===== src/rtl/sra_pkg.sv =====
`default_nettype none

package sra_pkg;

    // Store capacities
    localparam int STR_LIMIT  = 32;
    localparam int REPL_LIMIT = 32;

    localparam int CHAR_W  = 8;
    localparam int OP_W    = 3;
    localparam int LEN_W   = 6;
    localparam int ADDR_W  = $clog2(STR_LIMIT);
    localparam int RADDR_W = $clog2(REPL_LIMIT);

    localparam logic [OP_W-1:0] OP_CLEAR = 3'd0;
    localparam logic [OP_W-1:0] OP_PAT   = 3'd1;
    localparam logic [OP_W-1:0] OP_REPL  = 3'd2;
    localparam logic [OP_W-1:0] OP_SUBJ  = 3'd3;
    localparam logic [OP_W-1:0] OP_RUN   = 3'd4;

    typedef struct packed {
        logic [OP_W-1:0]   opcode;
        logic [CHAR_W-1:0] char_in;
    } in_item_t;

    typedef struct packed {
        logic [CHAR_W-1:0] out_char;
        logic              out_last;
        logic              overflow;
    } out_item_t;

    typedef enum logic [3:0] {
        S_IDLE,
        S_CHECK,
        S_CMP,
        S_COPY,
        S_REPL,
        S_DRAIN_RD,
        S_DRAIN_LD,
        S_EMPTY
    } state_t;

    // controller -> datapath
    typedef struct packed {
        logic load_en;     // request taken
        logic scan_init;   // i = 0, w = 0
        logic rd_check;    // k = 0, read subject[i], pattern[0]
        logic cmp_next;    // k++, read subject[i+k+1], pattern[k+1]
        logic rd_copy;     // read subject[i]
        logic wr_copy;     // buf[w] = subject byte, w++, i++
        logic skip;        // i += pattern length
        logic rd_repl;     // k = 0, read replacement[0]
        logic wr_repl;     // buf[w] = replacement byte, w++, k++
        logic drain_init;  // n = 0
        logic out_load;    // result byte to output register, n++
        logic out_empty;   // empty-result marker to output register
    } cmd_t;

    // datapath -> controller
    typedef struct packed {
        logic run_req;
        logic scan_done;
        logic can_match;
        logic byte_eq;
        logic cmp_last;
        logic repl_empty;
        logic repl_end;
        logic res_empty;
        logic out_free;
        logic drain_last;
    } sts_t;

endpackage

`default_nettype wire


===== src/rtl/sra_ram.sv =====
`default_nettype none

module sra_ram #(
    parameter int WIDTH = 8,
    parameter int DEPTH = 32
) (
    input  wire logic                     clk,
    input  wire logic                     we,
    input  wire logic [$clog2(DEPTH)-1:0] waddr,
    input  wire logic [WIDTH-1:0]         wdata,
    input  wire logic [$clog2(DEPTH)-1:0] raddr,
    output logic      [WIDTH-1:0]         rdata
);

    logic [WIDTH-1:0] mem [DEPTH];

    always_ff @(posedge clk)
    begin
        if (we)
        begin
            mem[waddr] <= wdata;
        end
        rdata <= mem[raddr];
    end

endmodule

`default_nettype wire


===== src/rtl/sra_ctrl.sv =====
`default_nettype none

module sra_ctrl (
    input  wire logic          clk,
    input  wire logic          rst_n,
    input  wire logic          in_valid,
    output logic               in_ready,
    input  wire sra_pkg::sts_t sts,
    output sra_pkg::cmd_t      cmd
);

    sra_pkg::state_t state_reg;
    sra_pkg::state_t state_next;

    always_ff @(posedge clk or negedge rst_n)
    begin
        if (!rst_n)
        begin
            state_reg <= sra_pkg::S_IDLE;
        end
        else
        begin
            state_reg <= state_next;
        end
    end

    always_comb
    begin
        state_next = state_reg;
        unique case (state_reg)
            sra_pkg::S_IDLE:
            begin
                if (in_valid && sts.run_req)
                begin
                    state_next = sra_pkg::S_CHECK;
                end
            end
            sra_pkg::S_CHECK:
            begin
                if (sts.scan_done)
                begin
                    state_next = sts.res_empty ? sra_pkg::S_EMPTY : sra_pkg::S_DRAIN_RD;
                end
                else
                begin
                    state_next = sts.can_match ? sra_pkg::S_CMP : sra_pkg::S_COPY;
                end
            end
            sra_pkg::S_CMP:
            begin
                if (!sts.byte_eq)
                begin
                    state_next = sra_pkg::S_COPY;
                end
                else if (sts.cmp_last)
                begin
                    state_next = sts.repl_empty ? sra_pkg::S_CHECK : sra_pkg::S_REPL;
                end
            end
            sra_pkg::S_COPY:
            begin
                state_next = sra_pkg::S_CHECK;
            end
            sra_pkg::S_REPL:
            begin
                if (sts.repl_end)
                begin
                    state_next = sra_pkg::S_CHECK;
                end
            end
            sra_pkg::S_DRAIN_RD:
            begin
                state_next = sra_pkg::S_DRAIN_LD;
            end
            sra_pkg::S_DRAIN_LD:
            begin
                if (sts.out_free)
                begin
                    state_next = sts.drain_last ? sra_pkg::S_IDLE : sra_pkg::S_DRAIN_RD;
                end
            end
            sra_pkg::S_EMPTY:
            begin
                if (sts.out_free)
                begin
                    state_next = sra_pkg::S_IDLE;
                end
            end
            default:
            begin
                state_next = sra_pkg::S_IDLE;
            end
        endcase
    end

    always_comb
    begin
        cmd      = '0;
        in_ready = 1'b0;
        unique case (state_reg)
            sra_pkg::S_IDLE:
            begin
                in_ready      = 1'b1;
                cmd.load_en   = in_valid;
                cmd.scan_init = in_valid && sts.run_req;
            end
            sra_pkg::S_CHECK:
            begin
                cmd.rd_check   = !sts.scan_done;
                cmd.drain_init = sts.scan_done;
            end
            sra_pkg::S_CMP:
            begin
                if (!sts.byte_eq)
                begin
                    cmd.rd_copy = 1'b1;
                end
                else if (sts.cmp_last)
                begin
                    cmd.skip    = 1'b1;
                    cmd.rd_repl = !sts.repl_empty;
                end
                else
                begin
                    cmd.cmp_next = 1'b1;
                end
            end
            sra_pkg::S_COPY:
            begin
                cmd.wr_copy = 1'b1;
            end
            sra_pkg::S_REPL:
            begin
                cmd.wr_repl = 1'b1;
            end
            sra_pkg::S_DRAIN_RD:
            begin
                cmd = '0;
            end
            sra_pkg::S_DRAIN_LD:
            begin
                cmd.out_load = sts.out_free;
            end
            sra_pkg::S_EMPTY:
            begin
                cmd.out_empty = sts.out_free;
            end
            default:
            begin
                cmd = '0;
            end
        endcase
    end

`ifndef ASSERT_OFF
    // a scan step never overlaps with a taken request
    assert property (@(posedge clk) disable iff (!rst_n)
        (cmd.wr_copy || cmd.wr_repl || cmd.out_load) |-> !in_ready)
        else $error("scan activity while accepting requests");

    // run request always starts with a position check
    assert property (@(posedge clk) disable iff (!rst_n)
        cmd.scan_init |=> (state_reg == sra_pkg::S_CHECK))
        else $error("run did not enter scan");

    // drain read is always followed by the load slot
    assert property (@(posedge clk) disable iff (!rst_n)
        (state_reg == sra_pkg::S_DRAIN_RD) |=> (state_reg == sra_pkg::S_DRAIN_LD))
        else $error("drain sequence broken");
`endif

endmodule

`default_nettype wire


===== src/rtl/sra_dp.sv =====
`default_nettype none

module sra_dp (
    input  wire logic              clk,
    input  wire logic              rst_n,
    input  wire sra_pkg::in_item_t in_data,
    output sra_pkg::out_item_t     out_data,
    output logic                   out_valid,
    input  wire logic              out_ready,
    input  wire sra_pkg::cmd_t     cmd,
    output sra_pkg::sts_t          sts
);

    localparam logic [sra_pkg::LEN_W-1:0] STR_MAX  = sra_pkg::LEN_W'(sra_pkg::STR_LIMIT);
    localparam logic [sra_pkg::LEN_W-1:0] REPL_MAX = sra_pkg::LEN_W'(sra_pkg::REPL_LIMIT);
    localparam logic [sra_pkg::LEN_W-1:0] ONE      = sra_pkg::LEN_W'(1);

    logic [sra_pkg::LEN_W-1:0]  pat_len_reg,  pat_len_next;
    logic [sra_pkg::LEN_W-1:0]  repl_len_reg, repl_len_next;
    logic [sra_pkg::LEN_W-1:0]  subj_len_reg, subj_len_next;
    logic                       ovf_reg,      ovf_next;
    logic [sra_pkg::LEN_W-1:0]  i_reg,        i_next;
    logic [sra_pkg::LEN_W-1:0]  k_reg,        k_next;
    logic [sra_pkg::LEN_W-1:0]  w_reg,        w_next;
    logic [sra_pkg::ADDR_W-1:0] n_reg,        n_next;
    logic                       out_valid_reg, out_valid_next;
    sra_pkg::out_item_t         out_data_reg,  out_data_next;

    logic                        char_nz;
    logic                        pat_we, repl_we, subj_we, buf_we;
    logic [sra_pkg::CHAR_W-1:0]  pat_rdata, repl_rdata, subj_rdata, buf_rdata, buf_wdata;
    logic [sra_pkg::ADDR_W-1:0]  pat_raddr, subj_raddr;
    logic [sra_pkg::RADDR_W-1:0] repl_raddr;
    logic [sra_pkg::LEN_W-1:0]   k_inc, ik_inc;
    logic [sra_pkg::LEN_W:0]     match_end;

    assign char_nz   = (in_data.char_in != '0);
    assign k_inc     = k_reg + ONE;
    assign ik_inc    = i_reg + k_inc;
    assign match_end = {1'b0, i_reg} + {1'b0, pat_len_reg};

    // load decode
    always_comb
    begin
        pat_we        = 1'b0;
        repl_we       = 1'b0;
        subj_we       = 1'b0;
        pat_len_next  = pat_len_reg;
        repl_len_next = repl_len_reg;
        subj_len_next = subj_len_reg;
        ovf_next      = ovf_reg;
        if (cmd.load_en)
        begin
            unique case (in_data.opcode)
                sra_pkg::OP_CLEAR:
                begin
                    pat_len_next  = '0;
                    repl_len_next = '0;
                    subj_len_next = '0;
                    ovf_next      = 1'b0;
                end
                sra_pkg::OP_PAT:
                begin
                    if (char_nz)
                    begin
                        if (pat_len_reg >= STR_MAX)
                        begin
                            ovf_next = 1'b1;
                        end
                        else
                        begin
                            pat_we       = 1'b1;
                            pat_len_next = pat_len_reg + ONE;
                        end
                    end
                end
                sra_pkg::OP_REPL:
                begin
                    if (char_nz)
                    begin
                        if (repl_len_reg >= REPL_MAX)
                        begin
                            ovf_next = 1'b1;
                        end
                        else
                        begin
                            repl_we       = 1'b1;
                            repl_len_next = repl_len_reg + ONE;
                        end
                    end
                end
                sra_pkg::OP_SUBJ:
                begin
                    if (char_nz)
                    begin
                        if (subj_len_reg >= STR_MAX)
                        begin
                            ovf_next = 1'b1;
                        end
                        else
                        begin
                            subj_we       = 1'b1;
                            subj_len_next = subj_len_reg + ONE;
                        end
                    end
                end
                default:
                begin
                    ovf_next = ovf_reg;
                end
            endcase
        end
    end

    // scan counters and output register
    always_comb
    begin
        i_next         = i_reg;
        k_next         = k_reg;
        w_next         = w_reg;
        n_next         = n_reg;
        out_valid_next = out_valid_reg && !out_ready;
        out_data_next  = out_data_reg;

        if (cmd.scan_init)
        begin
            i_next = '0;
            w_next = '0;
        end
        if (cmd.rd_check || cmd.rd_repl)
        begin
            k_next = '0;
        end
        if (cmd.cmp_next || cmd.wr_repl)
        begin
            k_next = k_inc;
        end
        if (cmd.wr_copy)
        begin
            i_next = i_reg + ONE;
        end
        if (cmd.skip)
        begin
            i_next = match_end[sra_pkg::LEN_W-1:0];
        end
        if (buf_we)
        begin
            w_next = w_reg + ONE;
        end
        if (cmd.drain_init)
        begin
            n_next = '0;
        end
        if (cmd.out_load)
        begin
            n_next                 = n_reg + sra_pkg::ADDR_W'(1);
            out_valid_next         = 1'b1;
            out_data_next.out_char = buf_rdata;
            out_data_next.out_last = sts.drain_last;
            out_data_next.overflow = ovf_reg;
        end
        if (cmd.out_empty)
        begin
            out_valid_next         = 1'b1;
            out_data_next.out_char = '0;
            out_data_next.out_last = 1'b1;
            out_data_next.overflow = ovf_reg;
        end
    end

    always_ff @(posedge clk or negedge rst_n)
    begin
        if (!rst_n)
        begin
            pat_len_reg   <= '0;
            repl_len_reg  <= '0;
            subj_len_reg  <= '0;
            ovf_reg       <= 1'b0;
            i_reg         <= '0;
            k_reg         <= '0;
            w_reg         <= '0;
            n_reg         <= '0;
            out_valid_reg <= 1'b0;
        end
        else
        begin
            pat_len_reg   <= pat_len_next;
            repl_len_reg  <= repl_len_next;
            subj_len_reg  <= subj_len_next;
            ovf_reg       <= ovf_next;
            i_reg         <= i_next;
            k_reg         <= k_next;
            w_reg         <= w_next;
            n_reg         <= n_next;
            out_valid_reg <= out_valid_next;
        end
    end

    always_ff @(posedge clk)
    begin
        out_data_reg <= out_data_next;
    end

    // read addresses
    assign subj_raddr = (cmd.rd_check || cmd.rd_copy) ? i_reg[sra_pkg::ADDR_W-1:0]
                                                      : ik_inc[sra_pkg::ADDR_W-1:0];
    assign pat_raddr  = cmd.cmp_next ? k_inc[sra_pkg::ADDR_W-1:0] : '0;
    assign repl_raddr = cmd.wr_repl ? k_inc[sra_pkg::RADDR_W-1:0] : '0;

    assign buf_we    = cmd.wr_copy || cmd.wr_repl;
    assign buf_wdata = cmd.wr_copy ? subj_rdata : repl_rdata;

    sra_ram #(.WIDTH(sra_pkg::CHAR_W), .DEPTH(sra_pkg::STR_LIMIT)) u_pat_ram (
        .clk   (clk),
        .we    (pat_we),
        .waddr (pat_len_reg[sra_pkg::ADDR_W-1:0]),
        .wdata (in_data.char_in),
        .raddr (pat_raddr),
        .rdata (pat_rdata)
    );

    sra_ram #(.WIDTH(sra_pkg::CHAR_W), .DEPTH(sra_pkg::REPL_LIMIT)) u_repl_ram (
        .clk   (clk),
        .we    (repl_we),
        .waddr (repl_len_reg[sra_pkg::RADDR_W-1:0]),
        .wdata (in_data.char_in),
        .raddr (repl_raddr),
        .rdata (repl_rdata)
    );

    sra_ram #(.WIDTH(sra_pkg::CHAR_W), .DEPTH(sra_pkg::STR_LIMIT)) u_subj_ram (
        .clk   (clk),
        .we    (subj_we),
        .waddr (subj_len_reg[sra_pkg::ADDR_W-1:0]),
        .wdata (in_data.char_in),
        .raddr (subj_raddr),
        .rdata (subj_rdata)
    );

    sra_ram #(.WIDTH(sra_pkg::CHAR_W), .DEPTH(sra_pkg::STR_LIMIT)) u_buf_ram (
        .clk   (clk),
        .we    (buf_we),
        .waddr (w_reg[sra_pkg::ADDR_W-1:0]),
        .wdata (buf_wdata),
        .raddr (n_reg),
        .rdata (buf_rdata)
    );

    // status
    assign sts.run_req    = (in_data.opcode == sra_pkg::OP_RUN);
    assign sts.scan_done  = (i_reg >= subj_len_reg) || (w_reg >= STR_MAX);
    assign sts.can_match  = (pat_len_reg != '0) && (match_end <= {1'b0, subj_len_reg});
    assign sts.byte_eq    = (subj_rdata == pat_rdata);
    assign sts.cmp_last   = (k_inc == pat_len_reg);
    assign sts.repl_empty = (repl_len_reg == '0);
    assign sts.repl_end   = (k_inc == repl_len_reg) || ((w_reg + ONE) == STR_MAX);
    assign sts.res_empty  = (w_reg == '0);
    assign sts.out_free   = !out_valid_reg || out_ready;
    assign sts.drain_last = ((sra_pkg::LEN_W'(n_reg) + ONE) == w_reg);

    assign out_valid = out_valid_reg;
    assign out_data  = out_data_reg;

`ifndef ASSERT_OFF
    assert property (@(posedge clk) disable iff (!rst_n)
        (pat_len_reg <= STR_MAX) && (subj_len_reg <= STR_MAX))
        else $error("pattern or subject length past capacity");

    assert property (@(posedge clk) disable iff (!rst_n)
        repl_len_reg <= REPL_MAX)
        else $error("replacement length past capacity");

    assert property (@(posedge clk) disable iff (!rst_n)
        buf_we |-> (w_reg < STR_MAX))
        else $error("result buffer write past limit");

    assert property (@(posedge clk) disable iff (!rst_n)
        cmd.out_load |-> (w_reg != '0))
        else $error("drain of an empty result");
`endif

endmodule

`default_nettype wire


===== src/rtl/substring_replace_all.sv =====
`default_nettype none

// Channel  | Signals                          | Moves
// ---------+----------------------------------+----------------------------------
// in       | in_valid, in_ready, in_data      | opcode + char_in, one request
// out      | out_valid, out_ready, out_data   | out_char, out_last, overflow
//
// Clear and byte-load requests are accepted back to back.
// A run request scans the subject: per position a check step, then a compare step per
// pattern byte (serial compare via one subject and one pattern RAM port), and a copy or
// replace step per written byte; a read and a load step per result byte drain the
// result buffer RAM. in_ready is low from run acceptance until the last output loads.
// rst_n is asynchronous, active low; stores read as undefined until loaded.
// A stalled out channel holds the output register; the drain waits on it.

module substring_replace_all (
    input  wire logic              clk,
    input  wire logic              rst_n,
    input  wire logic              in_valid,
    output logic                   in_ready,
    input  wire sra_pkg::in_item_t in_data,
    output logic                   out_valid,
    input  wire logic              out_ready,
    output sra_pkg::out_item_t     out_data
);

    sra_pkg::cmd_t cmd;
    sra_pkg::sts_t sts;

    // sequencer: load/clear in idle, then check / compare / copy / replace / drain
    sra_ctrl u_ctrl (
        .clk      (clk),
        .rst_n    (rst_n),
        .in_valid (in_valid),
        .in_ready (in_ready),
        .sts      (sts),
        .cmd      (cmd)
    );

    // stores, scan counters, result buffer and output register
    sra_dp u_dp (
        .clk       (clk),
        .rst_n     (rst_n),
        .in_data   (in_data),
        .out_data  (out_data),
        .out_valid (out_valid),
        .out_ready (out_ready),
        .cmd       (cmd),
        .sts       (sts)
    );

endmodule

`default_nettype wire

===== config.mk =====
export PLATFORM = sky130hd
export DESIGN_NAME = substring_replace_all
export DESIGN_NICKNAME = d
export VERILOG_FILES = /design/src/rtl/sra_pkg.sv /design/src/rtl/sra_ram.sv /design/src/rtl/sra_ctrl.sv /design/src/rtl/sra_dp.sv /design/src/rtl/substring_replace_all.sv
export SDC_FILE = /design/constraint.sdc
export NUM_CORES = 1
export LEC_CHECK = 0
export BUFFER_PORTS_ARGS = -buffer_cell sky130_fd_sc_hd__buf_2
export CAP_MARGIN = 20
export CORE_MARGIN = 1.5
export CORE_UTILIZATION = 65
export CTS_BUF_LIST = sky130_fd_sc_hd__clkbuf_8
export CTS_CLUSTER_DIAMETER = 60
export CTS_CLUSTER_SIZE = 40
export DETAILED_ROUTE_END_ITERATION = 7
export PLACE_DENSITY = 0.81
export SYNTH_ARGS = -nofsm -noshare
export SYNTH_HDL_FRONTEND = slang
export SYNTH_HIERARCHICAL = 1
export SYNTH_SLANG_ARGS = --single-unit

===== constraint.sdc =====
create_clock -name clk -period 4.6 [get_ports clk]
set_clock_uncertainty 0.2 [all_clocks]
set_input_delay 0.46 -clock clk [delete_from_list [all_inputs] [get_ports clk]]
set_output_delay 0.46 -clock clk [all_outputs]
set_load 0.02 [all_outputs]

Word-level counts from Yosys, hierarchy flattened
Memories as Yosys holds them, arrays and structs flattened. A register that Yosys moved wholly into a read port is not among the register bits.
Cells that the tools add are included.
- register bits: 57
- memory bits (writable): 1024
- input port bits: 15
- output and inout bits: 12
- word-level logic and storage cells: 176
- memories: 4
- add/subtract/negate cells: 10
- order comparisons: 6
- equal/unequal tests: 30
- multiplexer cells: 79
- reductions and logical operators: 34
- memory list (memory ; depth ; bits a word ; rd ports ; clocked after Yosys merged registers in ; write ports ; RTL line ; source):
    u_dp.u_buf_ram.mem ; 32 ; 8 ; 1 ; 1 ; 1 ; sra_ram.sv:15 ; logic [WIDTH-1:0] mem [DEPTH];
    u_dp.u_pat_ram.mem ; 32 ; 8 ; 1 ; 1 ; 1 ; sra_ram.sv:15 ;
    u_dp.u_repl_ram.mem ; 32 ; 8 ; 1 ; 1 ; 1 ; sra_ram.sv:15 ;
    u_dp.u_subj_ram.mem ; 32 ; 8 ; 1 ; 1 ; 1 ; sra_ram.sv:15 ;
- operators with widths (cell ; count):
    $mux 6 ; 12
    $mux 1 ; 41
    $add 6x1->6 const B ; 6
    $pmux 6 s2 ; 3
    $pmux 4 s8 ; 1
    $mux 4 ; 7
    $mux 5 ; 5
    $ge 6x6->1 const B ; 4
    $eq 6x6->1 ; 3
    $ne 2x1->1 const B ; 9
    $eq 4x3->1 const B ; 4
    $reduce_bool 2->1 ; 7
    $logic_not 6->1 ; 2
    $mux 2 ; 6
    $reduce_and 4->1 ; 3
    $eq 4x2->1 const B ; 2
    $eq 8x8->1 ; 1
    $mux 8 ; 1
    $ne 2x2->1 const B ; 4
    $reduce_and 8->1 ; 1
    $reduce_bool 8->1 ; 1
    $add 6x6->7 ; 1
    $le 7x6->1 ; 1
    $logic_or 1x1->1 ; 7
    20 further kinds ; 27

Logic depth before layout (Yosys ltp)
- depth in word-level cells: 8
- mapped depth: 16
- depth with buffers taken out: 14

By module
Netlist, hierarchy kept.
- modules (own cells, without submodules) (module ; times used ; cells each ; area an instance (um^2) ; sequential area each (um^2)):
    sra_ram ; 4 ; 417 ; 10053.4 ; 7847.5
    sra_dp ; 1 ; 428 ; 3907.5 ; 1286.2
    sra_ctrl ; 1 ; 51 ; 414.1 ; 75.1

Worst setup path after synthesis
OpenSTA, ideal clock, no wires.
- path kind: reg2reg
- start: reg u_dp/k_reg[1] in the netlist's numbering
- end: reg u_dp.u_pat_ram.rdata[0] (read register of u_dp.u_pat_ram.mem)
- library setup time: 0.121 ns
- arrival time: 3.855 ns
- required time: 4.279 ns
- path slack: 0.424 ns
- cell stages (with the launch flop): 14
- buffers on the path: 2
- clock period less this slack: 4.176 ns
- cell sequence: dfrtp_1 > ha_1 > nand3_1 > xor2_2 > xor2_1 > nand4_1 > nor3_1 > nor4_1 > and2_1 > clkbuf_1 > clkbuf_1 > mux4_2 > mux4_2 > mux2_2
- RTL lines (element ; RTL line ; source):
    from (decl) ; sra_dp.sv:23 ; logic [sra_pkg::LEN_W-1:0] k_reg, k_next;
    from (signal assigned) ; sra_dp.sv:192 ; k_reg <= k_next;
    to (decl) ; sra_ram.sv:12 ; output logic [WIDTH-1:0] rdata

==> results.md <==
- The number of nets in the layout is 2257.
- The global-route congestion overflow total is 0.
- The detail-routed via count per cell is 6.797.
- The sequential cell fraction of total power is 49.3%.
- The post-synthesis average cell area is 20.74 sq um.
- The most common library cell in the layout ignoring fill and taps is sky130_fd_sc_hd__edfxtp_1.
- The weighted congestion reported at the end of routability-driven placement is 0.8641.
- CTS built an H-tree with a depth of 2.
- The largest total area in the synthesized netlist belongs to sky130_fd_sc_hd__edfxtp_1.
- The worst setup path is launched from a flip-flop.
- The switching share of power is 30.75%.
- The first global-routing pass estimated 137200 um of wire.
- The type of destination of the critical path is a flip-flop.
- The count of buffers added on input and output ports is 26.
- The initialized floorplan defines 95 standard-cell rows.
- Across all hold checks on the routed design, the worst slack comes to 0.06326 ns.
- Of the synthesized area, sequential elements account for 73.54%.
- The pin slew with the least headroom to its limit is 1.103 ns.
- The final route contains 21.27k vias.
- The final-report max-slew violation count is 0.
- The die outline area is 0.07010 sq mm.
- The post-layout instance area is 0.04757 sq mm.
- The detailed router put a total of 36390 um of wire on met1.
- Counting I/O delays and the setup requirement, the final critical path takes 4.464 ns.
- The number of enable flip-flop cells after synthesis is 1025.
- The core area is 0.06751 sq mm.
- The post-detailed-placement half-perimeter wirelength is 57680 um.
- In this run the power density over the cells is 514.7 mW/mm^2.
- In the synthesized netlist the async set-or-reset flop fraction comes to 4.137%.
- The summed instance area of the synthesized netlist is 0.04454 sq mm.
- The hold violation count in the final report came to 0.
- The synthesized netlist contains 66 unique library cells.
- Yosys attributes the largest share of cell area to sky130_fd_sc_hd__edfxtp_1 69%, sky130_fd_sc_hd__mux4_2 16%, sky130_fd_sc_hd__dfrtp_1 2.6%.
- The cell chosen for the clock root is sky130_fd_sc_hd__clkbuf_8.
- The initial core utilization is 65.96%.
- In this design, the stage delay of the slowest critical-path cell is 0.53 ns.
- Dividing the detail-routed wire length by the instance count gives 29.43 um.
- The run finished with clean final reports.
- Combinational cells account for 30.4% of the total power.
- The area growth from synthesis to layout is 6.824%.
- The critical path class is reg -> reg.
- After detailed routing, the number of remaining DRC violations is 0.
- Cells with a size suffix above 1 make up 26.60% of the layout.
- From left edge to right edge, the die measures 264.8 um.
- In this run the vertical extent of the chip is 264.8 um.
- After clock tree synthesis, the clock-pin slew on the worst setup and hold paths is 0.20 ns.
- Leaving out fill and tap cells, the most frequent cells in the layout are 1025 x sky130_fd_sc_hd__edfxtp_1, 320 x sky130_fd_sc_hd__mux4_2, 171 x sky130_fd_sc_hd__nor2_1.
- Counting every net in the synthesized netlist gives 2197.
- Detailed routing placed a total of 7584 um of wire on met3.
- The internal power of the cells totals 16.96 mW.
- The worst slew slack as a fraction of its limit is 26.47%.
- Counting along the longest clock path gives a buffer depth of 3.
- The tree built by TritonCTS fans out to 1112 sinks.
- The number of max-cap violations is 0.
- Wire segments on met2 add up to 46110 um in the final route.
- TritonCTS built the clock tree.
- The portion of total power attributed to the clock network is 20.3%.
- At the worst endpoint, the required time is 5.05 ns.
- The initial antenna violation count is 4.
- The synthesized design devotes to its leading area cell type 69.11% of total area.
- The analysis attributes to net switching a power of 7.530 mW.
- The residual antenna-violating net count after detailed routing is 0.
- The leakage dissipation is 14.62 nW.
- Timing would allow up to 224.0 MHz.
- The cell area reported after detailed placement is 0.04590 sq mm.
- The iteration-0 DRC count of the detailed router is 2669.
- The maximum fanout encountered on the critical timing path is 17.
- For this run, the total global-route usage over all layers was measured as 26.77%.
- Data arrives at the worst endpoint at 4.92 ns.
- The number of iterations in the first detailed-routing pass is 5.
- Setup violations remaining at the end of the flow were counted as 0.
- The maximum number of pins on one net before global-route repair is 97.
- Synthesis produced a netlist whose cell count is 2147.
- IR analysis of the VDD net gives a maximum drop of 0.0006221 V.
- The overall routed net length is 92070 um.
- The number of global-route vias before repair is 21.01k.
- The largest individual stage delay along the critical path comes from the cell sky130_fd_sc_hd__mux4_2.
- Traced cell by cell, the critical path runs through inv_1, ha_1, nand2b_1, a21o_1, a21o_1, a211oi_1, o21ai_1, nor4_1, nor2_2, o21ai_4, buf_4, clkbuf_16, mux4_2, mux4_2, mux2_2.
- Counting the buffers created by CTS gives 53.
- The min-delay analysis places its worst path in the category in -> reg.
- Counting flops and latches in the post-synthesis netlist gives 1112.
- The Yosys step of the flow raised 6 warnings.
- The final critical path takes up 97.04% of the cycle.
- Signal routing reaches up to met5.
- In the synthesized netlist the dominant register cell turns out to be sky130_fd_sc_hd__edfxtp_1.
- The number of I/O pins is 27.
- The clock reaches the later pin of the worst-skew pair after 0.76 ns.
[worst max-delay path, delay by kind of cell, from the launching register on]
kind,cells,cell delay [ns]
AO/OA/AOI/OAI,5,0.96
adder cells (fa/ha/maj),1,0.24
buffers and inverters,3,0.51
flip-flops,1,0.43
multiplexers,3,1.34
AND/OR/NAND/NOR,3,0.69
[what timing repair did]
| action | CTS | global route |
|---|---|---|
| hold buffers | 10 | 0 |
| gates resized for setup | 0 | 1 |
| endpoints found under the setup margin | 0 | 4 |
| setup buffers | 0 | 2 |
| endpoints found under the hold margin | 124 | 0 |
[cells by family (layout without fill, tap and decap cells)]
| family | count (synthesis) | count (layout) | share of synthesized area, % |
|---|---|---|---|
| flip-flops | 1112 | 1112 | 73.54 |
| buffers and inverters | 119 | 224 | 1.368 |
| XOR/XNOR | 47 | 47 | 0.9580 |
| AND/OR/NAND/NOR | 355 | 355 | 4.032 |
| multiplexers | 380 | 380 | 17.66 |
| adder cells (fa/ha/maj) | 35 | 35 | 1.017 |
| other | 0 | 4 | 0 |
| AO/OA/AOI/OAI | 99 | 99 | 1.424 |
[Yosys cell counts (25+ instances only)]
master and count:
sky130_fd_sc_hd__dfrtp_1 46, sky130_fd_sc_hd__nand3_1 27, sky130_fd_sc_hd__dfxtp_1 41, sky130_fd_sc_hd__mux2_2 46
sky130_fd_sc_hd__ha_1 33, sky130_fd_sc_hd__nand2_1 40, sky130_fd_sc_hd__nor2_1 172, sky130_fd_sc_hd__mux4_2 320
sky130_fd_sc_hd__edfxtp_1 1025, sky130_fd_sc_hd__clkbuf_1 32, sky130_fd_sc_hd__xnor2_1 29, sky130_fd_sc_hd__buf_4 25
[final timing paths]
kind                                         start                    endpoint  slack, ns  cells past startpoint
max                                  u_dp/i_reg[0]    u_dp/u_subj_ram/rdata[6]       0.14                     15
min                                     in_data[2]  u_dp/u_repl_ram/mem[10][2]       0.06                      2
max reg2reg                          u_dp/i_reg[0]    u_dp/u_subj_ram/rdata[6]       0.14                     15
min reg2reg                u_dp/u_buf_ram/rdata[4]            u_dp/out_data[6]       0.31                      2
max in group asynchronous                    rst_n               u_dp/n_reg[0]       3.55                      3
min in group asynchronous                    rst_n               u_dp/w_reg[0]       0.15                      3
[per-layer routing]
metal	vias to the layer above	track usage, %
met4	4	6.116
met5	-	0
met3	130	3.957
met2	1081	43.57
li1	8872	-
met1	11180	39.54
[cell type report]
type	instances	area, sq um
antenna	4	10.01
clock inverter	45	742.0
timing repair buffer	101	900.9
fill	3964	19940
multi-input combinational	916	11230
tap	873	1092
clock buffer	55	757.0
sequential	1112	32760
inverter	23	88.84
[through the flow]
stage,std cells,total power [mW],TNS [ns],setup WS (ns),utilization (%)
final,3129,24.49,0,0.1361,70.47
after global routing,3129,25.35,-0.06070,-0.03405,70.47
after CTS,3121,24.49,0,0.1106,70.35
after detailed placement,3011,19.62,0,0.1449,67.98
after global placement,3011,19.31,0,0.1810,67.98
after floorplan,2147,17.58,0,0.4243,-
[power by group through the flow]
stage | Clock (mW) | Combinational, mW | Sequential, mW
2_1_floorplan | 0 | 5.42 | 12.2
3_3_place_gp | 0 | 7.04 | 12.3
3_5_place_dp | 0 | 7.34 | 12.3
4_1_cts | 5.05 | 7.38 | 12.1
5_1_grt | 5.35 | 7.90 | 12.1
6_report | 4.98 | 7.44 | 12.1
Note: power is estimated with default switching activity, not from simulation.
